$ cat config.mk
export PLATFORM = sky130hd
export DESIGN_NAME = lfsr_xor_keystream_cipher
export DESIGN_NICKNAME = d
export VERILOG_FILES = /design/src/rtl/lxc_pkg.sv /design/src/rtl/lxc_cfg.sv /design/src/rtl/lxc_ks.sv /design/src/rtl/lfsr_xor_keystream_cipher.sv
export SDC_FILE = /design/constraint.sdc
export NUM_CORES = 1
export LEC_CHECK = 0
export BUFFER_PORTS_ARGS = -buffer_cell sky130_fd_sc_hd__buf_4
export CAP_MARGIN = 30
export CORE_MARGIN = 2
export CORE_UTILIZATION = 45
export DETAILED_ROUTE_END_ITERATION = 12
export SETUP_SLACK_MARGIN = 0.3
export SLEW_MARGIN = 20
export SYNTH_ARGS = -nofsm -noshare
export SYNTH_HDL_FRONTEND = slang
export SYNTH_HIERARCHICAL = 1
export SYNTH_SLANG_ARGS = --single-unit
$ cat constraint.sdc
create_clock -name clk -period 2.95 [get_ports clk]
set_input_delay 0.295 -clock clk [delete_from_list [all_inputs] [get_ports clk]]
set_output_delay 0.295 -clock clk [all_outputs]
set_load 0.005 [all_outputs]
$ cat src/rtl/lxc_pkg.sv
// ----------------------------------------------------------------------------
// lxc_pkg
// shared types and constants of the lfsr xor keystream cipher
// ----------------------------------------------------------------------------
package lxc_pkg;

    localparam int unsigned DataWidth    = 8;
    localparam int unsigned LfsrWidth    = 32;
    localparam int unsigned PatternWidth = 64;
    localparam int unsigned IndexWidth   = 6;
    localparam int unsigned CfgIdxWidth  = 2;
    localparam int unsigned CfgDataWidth = 64;

    localparam logic [DataWidth-1:0]  KeyPoly       = 8'h21;
    localparam logic [LfsrWidth-1:0]  RstLfsrStart  = 32'h0000_0084;
    localparam logic [DataWidth-1:0]  RstKeyStart   = 8'hef;
    localparam logic [LfsrWidth-1:0]  RstTapMask    = 32'h0000_e03e;
    localparam logic [PatternWidth-1:0] RstPattern  = 64'h0;

    typedef enum logic [CfgIdxWidth-1:0] {
        CFG_LFSR_START    = 2'd0,
        CFG_KEY_START     = 2'd1,
        CFG_TAP_MASK      = 2'd2,
        CFG_FORCED_PATTERN = 2'd3
    } cfg_idx_t;

    typedef struct packed {
        logic [LfsrWidth-1:0]    lfsr_start;
        logic [DataWidth-1:0]    key_start;
        logic [LfsrWidth-1:0]    tap_mask;
        logic [PatternWidth-1:0] forced_pattern;
    } cfg_t;

endpackage

$ cat src/rtl/lxc_cfg.sv
// ----------------------------------------------------------------------------
// lxc_cfg
// configuration register file, write only
// ----------------------------------------------------------------------------
module lxc_cfg (
    input  logic                                clk,
    input  logic                                rst_n,
    input  logic                                cfg_we,
    input  logic [lxc_pkg::CfgIdxWidth-1:0]     cfg_index,
    input  logic [lxc_pkg::CfgDataWidth-1:0]    cfg_data,
    output lxc_pkg::cfg_t                       cfg
);
    import lxc_pkg::*;

    cfg_t cfg_reg;
    cfg_t cfg_next;

    always_comb
    begin
        cfg_next = cfg_reg;
        if (cfg_we)
        begin
            case (cfg_idx_t'(cfg_index))
                CFG_LFSR_START:     cfg_next.lfsr_start     = cfg_data[LfsrWidth-1:0];
                CFG_KEY_START:      cfg_next.key_start      = cfg_data[DataWidth-1:0];
                CFG_TAP_MASK:       cfg_next.tap_mask       = cfg_data[LfsrWidth-1:0];
                CFG_FORCED_PATTERN: cfg_next.forced_pattern = cfg_data[PatternWidth-1:0];
                default:            cfg_next = cfg_reg;
            endcase
        end
    end

    always_ff @(posedge clk or negedge rst_n)
    begin
        if (!rst_n)
        begin
            cfg_reg.lfsr_start     <= RstLfsrStart;
            cfg_reg.key_start      <= RstKeyStart;
            cfg_reg.tap_mask       <= RstTapMask;
            cfg_reg.forced_pattern <= RstPattern;
        end
        else
        begin
            cfg_reg <= cfg_next;
        end
    end

    assign cfg = cfg_reg;

endmodule

$ cat src/rtl/lxc_ks.sv
// ----------------------------------------------------------------------------
// lxc_ks
// keystream state: lfsr, key byte and bit counter, one step per byte
// ----------------------------------------------------------------------------
module lxc_ks (
    input  logic                             clk,
    input  logic                             rst_n,
    input  logic                             step,
    input  logic                             restart,
    input  lxc_pkg::cfg_t                    cfg,
    output logic [lxc_pkg::DataWidth-1:0]    key_use
);
    import lxc_pkg::*;

    logic [LfsrWidth-1:0]  lfsr_reg;
    logic [LfsrWidth-1:0]  lfsr_next;
    logic [DataWidth-1:0]  key_reg;
    logic [DataWidth-1:0]  key_next;
    logic [IndexWidth-1:0] index_reg;
    logic [IndexWidth-1:0] index_next;

    logic [LfsrWidth-1:0]  lfsr_cur;
    logic [DataWidth-1:0]  key_cur;
    logic [IndexWidth-1:0] index_cur;
    logic                  forced;
    logic                  fb;

    always_comb
    begin
        lfsr_cur  = restart ? cfg.lfsr_start : lfsr_reg;
        key_cur   = restart ? cfg.key_start : key_reg;
        index_cur = restart ? '0 : index_reg;
        forced    = |cfg.forced_pattern;
        fb        = forced ? cfg.forced_pattern[index_cur] : lfsr_cur[0];

        if (forced)
            lfsr_next = lfsr_cur;
        else
            lfsr_next = {1'b0, lfsr_cur[LfsrWidth-1:1]} ^ (fb ? cfg.tap_mask : '0);

        key_next   = {key_cur[DataWidth-2:0], 1'b0}
                   ^ ((fb ^ key_cur[DataWidth-1]) ? KeyPoly : '0);
        index_next = index_cur + IndexWidth'(1);
    end

    always_ff @(posedge clk or negedge rst_n)
    begin
        if (!rst_n)
        begin
            lfsr_reg  <= RstLfsrStart;
            key_reg   <= RstKeyStart;
            index_reg <= '0;
        end
        else if (step)
        begin
            lfsr_reg  <= lfsr_next;
            key_reg   <= key_next;
            index_reg <= index_next;
        end
    end

    assign key_use = key_cur;

endmodule

$ cat src/rtl/lfsr_xor_keystream_cipher.sv
// ----------------------------------------------------------------------------
// lfsr_xor_keystream_cipher
// byte-wise xor stream cipher keyed by a galois lfsr or a forced bit pattern
//
//   channel   dir   handshake           payload
//   s_*       in    s_tvalid/s_tready   s_tdata = data_in, s_tuser = restart
//   m_*       out   m_tvalid/m_tready   m_tdata = data_out
//   cfg_*     in    cfg_we              cfg_index, cfg_data
//
// one byte per clock sustained while m_tready is high, via the input and result registers to the output
// the keystream steps when a byte moves from the input register to the result
// register; input register and result register each hold one byte
// a stall on m_tready fills both registers before s_tready drops
// reset loads the register reset values and the keystream start state
// ----------------------------------------------------------------------------
module lfsr_xor_keystream_cipher (
    input  logic                                clk,
    input  logic                                rst_n,
    input  logic                                s_tvalid,
    output logic                                s_tready,
    input  logic [lxc_pkg::DataWidth-1:0]       s_tdata,   // data_in
    input  logic                                s_tuser,   // restart
    output logic                                m_tvalid,
    input  logic                                m_tready,
    output logic [lxc_pkg::DataWidth-1:0]       m_tdata,   // data_out
    input  logic                                cfg_we,
    input  logic [lxc_pkg::CfgIdxWidth-1:0]     cfg_index,
    input  logic [lxc_pkg::CfgDataWidth-1:0]    cfg_data
);
    import lxc_pkg::*;

    cfg_t                 cfg;
    logic                 in_valid_reg;
    logic [DataWidth-1:0] in_data_reg;
    logic                 in_restart_reg;
    logic                 out_valid_reg;
    logic [DataWidth-1:0] out_data_reg;
    logic                 advance;
    logic                 s_xfer;
    logic [DataWidth-1:0] key_use;

    lxc_cfg u_cfg (
        .clk       (clk),
        .rst_n     (rst_n),
        .cfg_we    (cfg_we),
        .cfg_index (cfg_index),
        .cfg_data  (cfg_data),
        .cfg       (cfg)
    );

    lxc_ks u_ks (
        .clk     (clk),
        .rst_n   (rst_n),
        .step    (advance),
        .restart (in_restart_reg),
        .cfg     (cfg),
        .key_use (key_use)
    );

    assign advance  = in_valid_reg && (!out_valid_reg || m_tready);
    assign s_tready = !in_valid_reg || advance;
    assign s_xfer   = s_tvalid && s_tready;

    always_ff @(posedge clk or negedge rst_n)
    begin
        if (!rst_n)
        begin
            in_valid_reg  <= 1'b0;
            out_valid_reg <= 1'b0;
        end
        else
        begin
            if (s_tready)
                in_valid_reg <= s_tvalid;
            if (!out_valid_reg || m_tready)
                out_valid_reg <= in_valid_reg;
        end
    end

    always_ff @(posedge clk)
    begin
        if (s_xfer)
        begin
            in_data_reg    <= s_tdata;
            in_restart_reg <= s_tuser;
        end
        if (advance)
            out_data_reg <= in_data_reg ^ key_use;
    end

    assign m_tvalid = out_valid_reg;
    assign m_tdata  = out_data_reg;

endmodule

After elaboration in Yosys (flattened, before gate mapping):

Cells that the tools add are included.

* register bits: 201

* add/sub/neg operators: 1
* order comparisons: 1
* equal/unequal tests: 3
* mux-type cells: 9
* bitwise operators: 4
* reduce and logical (&&, ||, !) cells: 12

Operator list (count)
* $mux W32: 3
* $reduce_or A64 Y1: 1
* $xor A31 B32 Y32: 1
* $xor A8 B8 Y8: 2
* $mux W6: 2
* $mux W8: 1
* $reduce_and A2 Y1: 4
* $lt A6 B7 Y1 const B: 1
* $add A6 B1 Y6 const B: 1
* $bmux W1 S6: 1
* $eq A2 B2 Y1 const B: 2
* $eq A2 B1 Y1 const B: 1
* $logic_and A1 B1 Y1: 2
* $logic_not A1 Y1: 2
* $logic_not A2 Y1: 1
* $logic_or A1 B1 Y1: 2
* $mux W1: 2
* $xor A1 B1 Y1: 1

Longest topological paths before layout:

* word-level depth: 7
* depth in mapped cells: 10
* gate-level depth less buffers: 8

Hierarchy:

The synthesis kept the hierarchy.

Modules (own cells, without submodules)
* lxc_cfg: instances 1, cells an instance 288, area each 5086.1 um^2, seq. area each 3424.5 um^2
* lxc_ks: instances 1, cells an instance 442, area each 3819.9 um^2, seq. area each 1162.4 um^2
* lfsr_xor_keystream_cipher: instances 1, cells an instance 33, area each 684.4 um^2, seq. area each 560.5 um^2

Worst setup path after synthesis:

Ideal clock, no wire load.

* kind: reg-to-reg
* from: reg in_restart_reg
* to: reg u_ks.key_reg[5]
* setup time: 79 ps
* arrival: 2091 ps
* slack: 780 ps
* cell stages (with the launch flop): 10
* clock period less this slack: 2170 ps
* cell sequence: edfxtp_1 -> nand2b_2 -> buf_6 -> inv_6 -> a21oi_2 -> a2bb2oi_1 -> o21a_1 -> o311a_4 -> or4_1 -> o211a_1

* cells in the longest elaborated chain, start to end: 7
* elaborated cells between the ends (all ways): 9
* those cells by class: 7 x mux; 2 x bitwise

Ends and longest elaborated chain
* start: declaration: RTL line lfsr_xor_keystream_cipher.sv:35 `logic in_restart_reg;`
* start signal: assignment: RTL line lfsr_xor_keystream_cipher.sv:85 `in_restart_reg <= s_tuser;`
* $mux W6: RTL line lxc_ks.sv:32 `index_cur = restart ? '0 : index_reg;`
* $bmux W1 S6: RTL line lxc_ks.sv:34 `fb = forced ? cfg.forced_pattern[index_cur] : lfsr_cur[0];`
* $mux W1 (implied by the code): RTL line lxc_ks.sv:34
* $mux W1: RTL line lxc_ks.sv:34
* $xor A1 B1 Y1: RTL line lxc_ks.sv:42 `^ ((fb ^ key_cur[DataWidth-1]) ? KeyPoly : '0);`
* $mux W6: RTL line lxc_ks.sv:42
* $xor A8 B8 Y8 *: RTL line lxc_ks.sv:42
* end signal: assignment: RTL line lxc_ks.sv:51 `key_reg <= RstKeyStart;`
* end signal: assignment: RTL line lxc_ks.sv:57 `key_reg <= key_next;`
* end: declaration: RTL line lxc_ks.sv:17 `logic [DataWidth-1:0] key_reg;`

Every way passes the cells marked *; elsewhere a longest branch is shown, timed or not. The select of a mux whose other input is x is not followed.
A chain may end at the register's enable or synchronous reset.

Final worst setup path:

* from: reg u_ks.index_reg[0]
* to: reg u_ks.key_reg[0]

* cells in the longest elaborated chain, start to end: 7

Ends and longest elaborated chain
* start: declaration: RTL line lxc_ks.sv:19 `logic [IndexWidth-1:0] index_reg;`
* start signal: assignment: RTL line lxc_ks.sv:58 `index_reg <= index_next;`
* $mux W6: RTL line lxc_ks.sv:32
* $bmux W1 S6: RTL line lxc_ks.sv:34
* $mux W1 (implied by the code): RTL line lxc_ks.sv:34
* $mux W1: RTL line lxc_ks.sv:34
* $xor A1 B1 Y1: RTL line lxc_ks.sv:42
* $mux W6: RTL line lxc_ks.sv:42
* $xor A8 B8 Y8: RTL line lxc_ks.sv:42

No other way between the ends. The select of a mux whose other input is x is not followed.

==> results.toml <==
[synthesis]
synth_top_area_share_pct = 41.2
syn_nets = 844
synth_area_leader_cell = "dfrtp_1"
synth-edff-count = 17
ys_ff_latch = 201
synth-seq-area-share_pct = 53.7
synth_most_common_cell = "dfrtp_1"
yosys.cell_types.count = 67
synth_common_cells = "dfrtp_1, mux2_2, nor2_1"
synth_area_sq_um = 9590
synth-async-reset-ratio_pct = 91.5
avgSynthCellArea_sq_um = 12.6
ys.flop_type = "dfrtp_1"
yosysWarnings = 6
syn_inst = 763
synth_area_leaders = "dfrtp_1, mux2_2, dfstp_2"

[sta]
tns_ps = 0
holdWs_ps = 24.5
post-route-period-util_pct = 87.0
final.setup_skew_ps = 9.72
final_hold_viol_count = 0
finalSetupViolCount = 0
relSlewSlack_pct = 43.5
maxSlewViolCount = 0
grt_setup_unrepaired = "false"
post-route-min-period_ps = 2570
tightest_slew_ps = 848
setup_slack_ps = 384
fmax_mhz = 390

[floorplan]
dieHeight_um = 150
die_w_um = 150
dieArea_sq_um = 22500
ios = 90
core.rowCount = 53
coreArea_sq_um = 21000
start_util_pct = 45.8

[grt]
overflow = 0
grt_max_degree = 68
antenna_found_initial = 0
grt_pass1_wl_um = 36700
grt_usage_pct = 20.8
grt_pass1_vias = 6668

[cts]
post_cts_buffers = 0
root_buffer = "clkbuf_16"
cts_buffers = 23
cts_tree = "yes"
clockBufferDepth = 3
htree_levels = 1
insertion_delay_ps = 500
path_clk_slew_ps = 60
clkSinkCount = 201

[placement]
place_ws_ps = 281
io_buffers = 89
dp_hpwl_um = 15100
place.gp.congestion = 0.868
placed_cell_area_sq_um = 10500

[worst_setup_path]
cpMaxStageDelayCell = "dfrtp_2"
critPathArrivalTime_ps = 2970
crit_path_end_kind = "flip-flop"
critPathKind = "reg -> reg"
worstPathMaxFanout = 16
crit_required_ps = 3350
crit_chain = "mux4_2, a2111oi_1, nor2_1, o221a_1, o21ai_1, o21a_1, o221ai_1"
worst_path_largest_cell_delay_ps = 580
critPathLaunchType = "flip-flop"

[route]
via_per_inst = 5.54
dr.pass1.iters = 5
wire_per_inst_um = 19.8
drc_errors = 0
ant_nets = 0
totalWireLength_um = 22700
first_iter_violations = 327
num_vias = 6357

[layout]
layout.nets = 938
antenna_cells = 0
drive_gt1_share_pct = 38.8
design_area_sq_um = 11500
area_growth_pct = 19.8
num-fill-cells = 1784
final_util_pct = 54.8
largest_reg_flops = 136

[run_status]
outcome = "completed"

[run]
drv_cap = 0

[power_and_ir_drop]
p_per_area_nw_per_um2 = 762
vdd_ir_drop_max_uv = 378
p_leak_nw = 4.85

[worst_hold_path]
hold_class = "in -> reg"
-- logic make-up after synthesis --
group                      count (synthesis)  share of synthesized area [%]
DFF                                      201                           53.7
and+or+nand+nor                          154                           8.05
adders and majority gates                  1                          0.130
AOI/OAI and AO/OA                        113                           7.72
buffers and inverters                     64                           3.89
muxes                                    191                           23.0
xor gates and xnor gates                  39                           3.56
-- timing repair --
item,4_1_cts,5_1_grt
endpoints found under the setup margin,2,28
gates resized for setup,1,3
endpoints found under the hold margin,68,0
hold buffers,12,0
gates cloned,0,0
-- where the power goes --
group	switching (mW)	total, mW	internal (mW)
logic	0.818	1.75	0.936
clock network	1.12	3.12	2.00
registers	0.456	3.88	3.43
total	2.39	8.76	6.37
-- worst paths after layout --
path / startpoint / to / slack [ps] / depth (start not counted)
setup / recovery: u_ks/index_reg[0] / u_ks/key_reg[0] / 380 / 7
hold / removal: cfg_data[41] / u_cfg/cfg[41] / 20 / 2
setup reg to reg: u_ks/index_reg[0] / u_ks/key_reg[0] / 380 / 7
hold reg to reg: u_ks/key_reg[3] / u_ks/key_reg[3] / 500 / 2
max in group asynchronous: rst_n / u_cfg/cfg[97] / 1730 / 3
min in group asynchronous: rst_n / u_cfg/cfg[61] / 390 / 2
-- critical path: cells and delay by family (launching register included) --
kind,cells,cell delay [ps]
mux,1,380
compound gates,5,1410
flops,1,580
simple gates,1,80
-- cells in the final DEF (no fill, tap or decap), types with 3 or more instances in the layout --
cell           count
a211oi_1           3
a21oi_1           39
and2b_1            4
buf_12             5
buf_4            104
bufinv_16          5
clkbuf_16         23
clkbuf_8           6
clkinv_1           4
dfrtp_1          157
dfstp_2           26
dlygate4sd3_1     12
edfxtp_1          17
inv_1             10
mux2_1             7
mux2_2           140
mux2i_1           36
mux4_2             6
nand2_1           37
nand2b_1           4
nand3_1            4
nand4_1            5
nor2_1            60
nor2b_1            4
nor3_1             4
nor4_1            13
nor4_2             3
o21a_1             3
o21ai_0            5
o221ai_1           3
o22ai_1           34
xor2_1            37
-- final cells by class --
class / count / area, sq um / area share (%)
Clock buffer: 30 / 662 / 5.76
Tap cell: 275 / 344 / 2.99
Sequential cell: 201 / 5150 / 44.8
Timing Repair Buffer: 122 / 1010 / 8.81
Clock inverter: 11 / 178 / 1.55
Multi-Input combinational cell: 498 / 4100 / 35.7
Inverter: 11 / 46.3 / 0.403
-- metrics by stage --
step | power, mW | cells
after floorplan | 5.09 | 763
after global placement | 5.59 | 1095
after detailed placement | 5.66 | 1095
after CTS | 8.84 | 1148
after global routing | 9.21 | 1148
final | 8.76 | 1148
-- metal layers --
metal  vias up  track usage, %  routed length [um]
li1       2943               -                   -
met4         0            5.28                 557
met1      3230            28.4               10200
met3        39            3.17                 912
met2       145            34.8               11100
met5         -               0                   0
No activity file was read; power rests on OpenSTA's default activity.
